**config.mk**
```make
export PLATFORM = sky130hd
export DESIGN_NAME = cbs_ctrl
export DESIGN_NICKNAME = d
export VERILOG_FILES = /design/src/rtl/cbs_pkg.sv /design/src/rtl/cbs_ctrl.sv
export SDC_FILE = /design/constraint.sdc
export NUM_CORES = 1
export LEC_CHECK = 0
export BUFFER_PORTS_ARGS = -buffer_cell sky130_fd_sc_hd__buf_4
export CAP_MARGIN = 20
export CORE_AREA = 2 2 39 41
export DETAILED_ROUTE_END_ITERATION = 10
export DIE_AREA = 0 0 41 43
export SLEW_MARGIN = 20
export SYNTH_ARGS = -nofsm -noshare
export SYNTH_HDL_FRONTEND = slang
export SYNTH_SLANG_ARGS = --single-unit
```
**constraint.sdc**
```tcl
create_clock -name clk -period 1.5 [get_ports clk]
set_input_delay 0.375 -clock clk [delete_from_list [all_inputs] [get_ports clk]]
set_output_delay 0.375 -clock clk [all_outputs]
set_load 0.02 [all_outputs]
```
**src/rtl/cbs_pkg.sv**
```systemverilog
// Shared types for the cubic B-spline sampler: sequencer states, datapath
// phases and the command/status records between controller and datapath.
// No dependencies.
package cbs_pkg;

    // Q0.16 parameter t
    localparam int T_W         = 16;
    localparam int STEP_W      = 16;
    localparam logic [STEP_W-1:0] STEP_MIN   = 16'd1024;
    localparam logic [STEP_W-1:0] STEP_RESET = 16'd4096;

    typedef enum logic [1:0]
    {
        ST_IDLE,
        ST_RUN
    } state_t;

    typedef enum logic [3:0]
    {
        PH_SQUARE,
        PH_CUBE,
        PH_POLY,
        PH_ROUND,
        PH_DIV,
        PH_MAC0,
        PH_MAC1,
        PH_MAC2,
        PH_MAC3,
        PH_EMIT
    } phase_t;

    typedef struct packed
    {
        logic       fill;       // store point into window slot fill_idx
        logic [1:0] fill_idx;
        logic       take_p3;    // latch closing point, t = 0
        logic       run;        // phase below is active
        phase_t     phase;
        logic       emit;       // load output register, advance t
        logic       slide;      // shift window by one point
    } cbs_cmd_t;

    typedef struct packed
    {
        logic last;     // current sample is the final one of the segment
        logic out_busy; // output register full and not being taken
    } cbs_stat_t;

endpackage

```
**src/rtl/cbs_ctrl.sv**
```systemverilog
// Sequencer for the cubic B-spline sampler: window fill count and the
// per-sample phase walk. Depends on cbs_pkg.
module cbs_ctrl
    import cbs_pkg::*;
(
    input  logic      clk,
    input  logic      rst_n,
    input  logic      s_tvalid,
    output logic      s_tready,
    input  logic      first_of_curve,
    input  cbs_stat_t stat,
    output cbs_cmd_t  cmd
);

    state_t     state_reg, state_next;
    phase_t     ph_reg, ph_next;
    logic [1:0] cnt_reg, cnt_next;
    logic [1:0] cnt_eff;

    always_ff @(posedge clk or negedge rst_n)
    begin
        if (!rst_n)
        begin
            state_reg <= ST_IDLE;
            ph_reg    <= PH_SQUARE;
            cnt_reg   <= 2'd0;
        end
        else
        begin
            state_reg <= state_next;
            ph_reg    <= ph_next;
            cnt_reg   <= cnt_next;
        end
    end

    always_comb
    begin
        state_next   = state_reg;
        ph_next      = ph_reg;
        cnt_next     = cnt_reg;
        s_tready     = 1'b0;
        cnt_eff      = first_of_curve ? 2'd0 : cnt_reg;
        cmd          = '0;
        cmd.phase    = ph_reg;
        cmd.fill_idx = cnt_eff;
        case (state_reg)
            ST_IDLE:
            begin
                s_tready = 1'b1;
                if (s_tvalid)
                begin
                    if (cnt_eff != 2'd3)
                    begin
                        cmd.fill = 1'b1;
                        cnt_next = cnt_eff + 2'd1;
                    end
                    else
                    begin
                        cmd.take_p3 = 1'b1;
                        cnt_next    = 2'd3;
                        ph_next     = PH_SQUARE;
                        state_next  = ST_RUN;
                    end
                end
            end
            ST_RUN:
            begin
                cmd.run = 1'b1;
                if (ph_reg != PH_EMIT)
                begin
                    ph_next = phase_t'(ph_reg + 4'd1);
                end
                else if (!stat.out_busy)
                begin
                    cmd.emit = 1'b1;
                    ph_next  = PH_SQUARE;
                    if (stat.last)
                    begin
                        cmd.slide  = 1'b1;
                        state_next = ST_IDLE;
                    end
                end
            end
            default:
            begin
                state_next = ST_IDLE;
            end
        endcase
    end

endmodule

```
==> metrics list <==
* Post-layout instance count excluding filler cells: 94
- Wire segments on met2 add up to 557 um in the final route.
- Total Routed Length: 1.13 mm
- The worst-case IR drop observed on VDD is 860 uV.
* Vias in the first global route: between 400 and 500
* Count of state elements after synthesis: 7
- Power spread over the standard cell area amounts to 1950 nW/um2.
- The initialized floorplan defines 14 standard-cell rows.
* Critical path required time: 1.12 ns
- Antenna fix cells: 0
* Mapped cell area: 445 um2
- The share of the Yosys chip area taken by registers is 0.393.
- Setup repair after global routing could not meet its margin everywhere.
* Weighted congestion at the end of routability-driven global placement: 0.707
* Via Count: 457
- Once placement completed, the tool counted placed cells totaling a little over 80.
- Compared with the post-synthesis result, the final layout area differs by 82.6%.
- Total DRC errors in the routed layout: 0
- In the synthesized netlist, the number of instances is 40.
- Total power of the final layout: approximately 1.6 mW
- Pin count of the biggest net entering global routing: 8
- Buffer type at the clock tree root: sky130_fd_sc_hd__clkbuf_4
- Setup violations remaining at the end of the flow were counted as 4.
- Final Slew Violations: 0
* Routed WL per cell: approximately 12 um
* Clock Sink Count: 7
- Once layout is done, the placed cells without fillers occupy 813 um2.
* Type of the worst min-delay path: input pin to flop
- Of all nets on the critical path, the largest fanout is 2.
- The final reports fail on setup timing.
* Min Tclk post-route: around 1.7 ns
* Met3 routed WL: between 50 and 60 um
- Each instance of the synthesized netlist takes up on average between 10 and 15 um2.
- Distinct cell type count of the synthesized netlist: 26
- After floorplanning, the core was sized to cover 1380 um2.
- Detailed placement finished with a half-perimeter wire length of 881 um.
- H-tree depth reported by CTS: 1
- For this run, the top clock speed supported by timing is between 500 and 600 MHz.
- Buffers placed on the I/O ports in this run total 17.
- The floorplan step set the die width to 41 um.
- Number of buffers inserted during clock tree synthesis: 3
* Highest-count cells in the layout ignoring fill and taps: sky130_fd_sc_hd__buf_4, sky130_fd_sc_hd__dfrtp_2, sky130_fd_sc_hd__buf_6, sky130_fd_sc_hd__clkbuf_4, sky130_fd_sc_hd__dfrtp_1
- STA classifies the critical path startpoint as a flop.
* Critical Setup Path Class: flop to primary output
* Global route overflow: 0
- Reported leakage power: 0.419 nW
- First-pass iteration count of the detailed router: 2
- In the routed layout, each cell is associated on average with a via count of about 4.9.
- Max-cap violations in this run came to 0.
* Flip-flop count of the largest register, all copies and words added: 4
- Maximum number of buffers from clock root to sink: 2
- After clock tree synthesis, the clock-pin slew on the worst setup and hold paths is about 0.05 ns.
- STA classifies the critical path endpoint as a primary output.
- Number of DRC violations after detailed-routing iteration 0: 5
- The flow ran to the end, but the final reports show violations.
* Starting density of the core: 0.322
* Final hold violations: 0
- Of the cells placed in the final design, the portion with a size suffix greater than 1 is 0.679.
- The clock arrives with 0.00259 ns of skew.
- Data arrival time of the critical path: around 1.3 ns
* Number of placed I/O pins: 18
- Final period utilization: 1.13
- Across every metal layer, demand over resource in global routing totals 0.160.
- Slew @ Worst Pin: about 0.17 ns
- Post-layout net count: 87
- In this run the cell area measured after placement is around 700 um2.
* First-pass GRT wire length: 1.86 mm
- In this run the remaining antenna-violating nets after routing total 0.
* Highest metal used: met3
* Filler Cells Inserted: 124
- Fin worst setup slack: -0.199 ns
- The number of antenna violations at the first check in global routing was 0.
* Clock tree from TritonCTS: built
- Die Footprint: 1760 um2
* Height of the die: 43 um
- In this run the tightest slew margin relative to its limit is 0.883.
- Count of yosys warnings during synthesis: 0
- Syn Nets: 48
- In the final routing, the length of wire on met1 measures a little over 500 um.
- Leaving out fill and tap cells, the most frequent cell in the layout is sky130_fd_sc_hd__buf_4.
- For flop-to-flop paths, the worst setup slack is 0.08 ns.
- The clock reaches the later pin of the worst-skew pair after 0.25 ns.
[layout make-up]
type | instances | area, um2 | share of cell area
Clock buffer | 4 | 26.3 | 0.0323
Inverter | 2 | 7.51 | 0.00923
Multi-Input combinational cell | 30 | 299 | 0.368
Sequential cell | 7 | 180 | 0.222
Tap cell | 16 | 20.0 | 0.0246
Timing Repair Buffer | 35 | 280 | 0.345
[layer usage]
metal	global-route usage	up-vias
met5	0	-
met4	0.0400	0
met3	0.0785	0
met2	0.222	11
met1	0.220	218
li1	-	228
[critical path, cell delays in order, from the launching register on]
cell	delay (ns)
sky130_fd_sc_hd__dfrtp_2	0.40
sky130_fd_sc_hd__inv_2	0.06
sky130_fd_sc_hd__ha_4	0.11
sky130_fd_sc_hd__and4bb_1	0.20
sky130_fd_sc_hd__and3_4	0.19
sky130_fd_sc_hd__buf_6	0.11
[final timing paths]
path                                      from    endpoint  depth (start not counted)
min in group asynchronous                rst_n   ph_reg[1]                          2
worst max-delay path                 ph_reg[1]      cmd[0]                          5
worst min-delay path            first_of_curve  cnt_reg[1]                          2
worst max register to register       ph_reg[1]   ph_reg[2]                          5
worst min register to register      cnt_reg[1]  cnt_reg[1]                          2
max in group asynchronous                rst_n  cnt_reg[0]                          2
[what timing repair did]
item	4_1_cts	5_1_grt
pin swaps	1	1
hold endpoints to repair	7	0
setup endpoints to repair	4	6
hold buffers	1	0
gates resized for setup	7	1
buffers inserted	5	2
[synth_stat cells]
cell                       instances  area (um2)
sky130_fd_sc_hd__a21boi_0          1        7.51
sky130_fd_sc_hd__a21oi_1           2        10.0
sky130_fd_sc_hd__a221o_1           1        10.0
sky130_fd_sc_hd__a22o_2            2        20.0
sky130_fd_sc_hd__a31oi_4           1        21.3
sky130_fd_sc_hd__and3_1            1        6.26
sky130_fd_sc_hd__and3_2            1        7.51
sky130_fd_sc_hd__and4b_1           1        10.0
sky130_fd_sc_hd__and4bb_1          1        12.5
sky130_fd_sc_hd__buf_2             1        5.00
sky130_fd_sc_hd__dfrtp_1           7         175
sky130_fd_sc_hd__ha_1              2        25.0
sky130_fd_sc_hd__inv_1             2        7.51
sky130_fd_sc_hd__mux2i_1           2        20.0
sky130_fd_sc_hd__nand2_1           2        7.51
sky130_fd_sc_hd__nand3_1           1        5.00
sky130_fd_sc_hd__nand3b_1          1        7.51
sky130_fd_sc_hd__nand3b_4          1        20.0
sky130_fd_sc_hd__nand4_1           1        6.26
sky130_fd_sc_hd__nor2_1            2        7.51
sky130_fd_sc_hd__nor2b_1           2        12.5
sky130_fd_sc_hd__nor2b_2           1        8.76
sky130_fd_sc_hd__nor2b_4           1        13.8
sky130_fd_sc_hd__nor3_1            1        5.00
sky130_fd_sc_hd__o21a_1            1        7.51
sky130_fd_sc_hd__o22ai_1           1        6.26
[logic make-up after synthesis]
family | count (synthesis) | share of synthesized area
and+or+nand+nor | 17 | 0.292
muxes | 2 | 0.0449
DFF | 7 | 0.393
AOI/OAI and AO/OA | 9 | 0.185
adders and majority gates | 2 | 0.0562
buffers and inverters | 3 | 0.0281
[through the flow]
| stage | hold WS, ns | TNS [ns] | setup WS [ns] | utilization |
|---|---|---|---|---|
| 3_5_place_dp | 0.192 | 0 | 0.0320 | 0.505 |
| 5_1_grt | 0.322 | -0.732 | -0.278 | 0.588 |
| 4_1_cts | 0.331 | -0.467 | -0.220 | 0.576 |
| 3_3_place_gp | 0.194 | 0 | 0.0595 | 0.505 |
| 2_1_floorplan | 0.0794 | 0 | 0.00372 | - |
| 6_report | 0.340 | -0.388 | -0.199 | 0.588 |
[power by group]
part           switching [mW]  internal [mW]
Clock                  0.0661          0.101
Sequential              0.107          0.288
Combinational           0.457          0.570
Power figures use the tool's default switching activity.
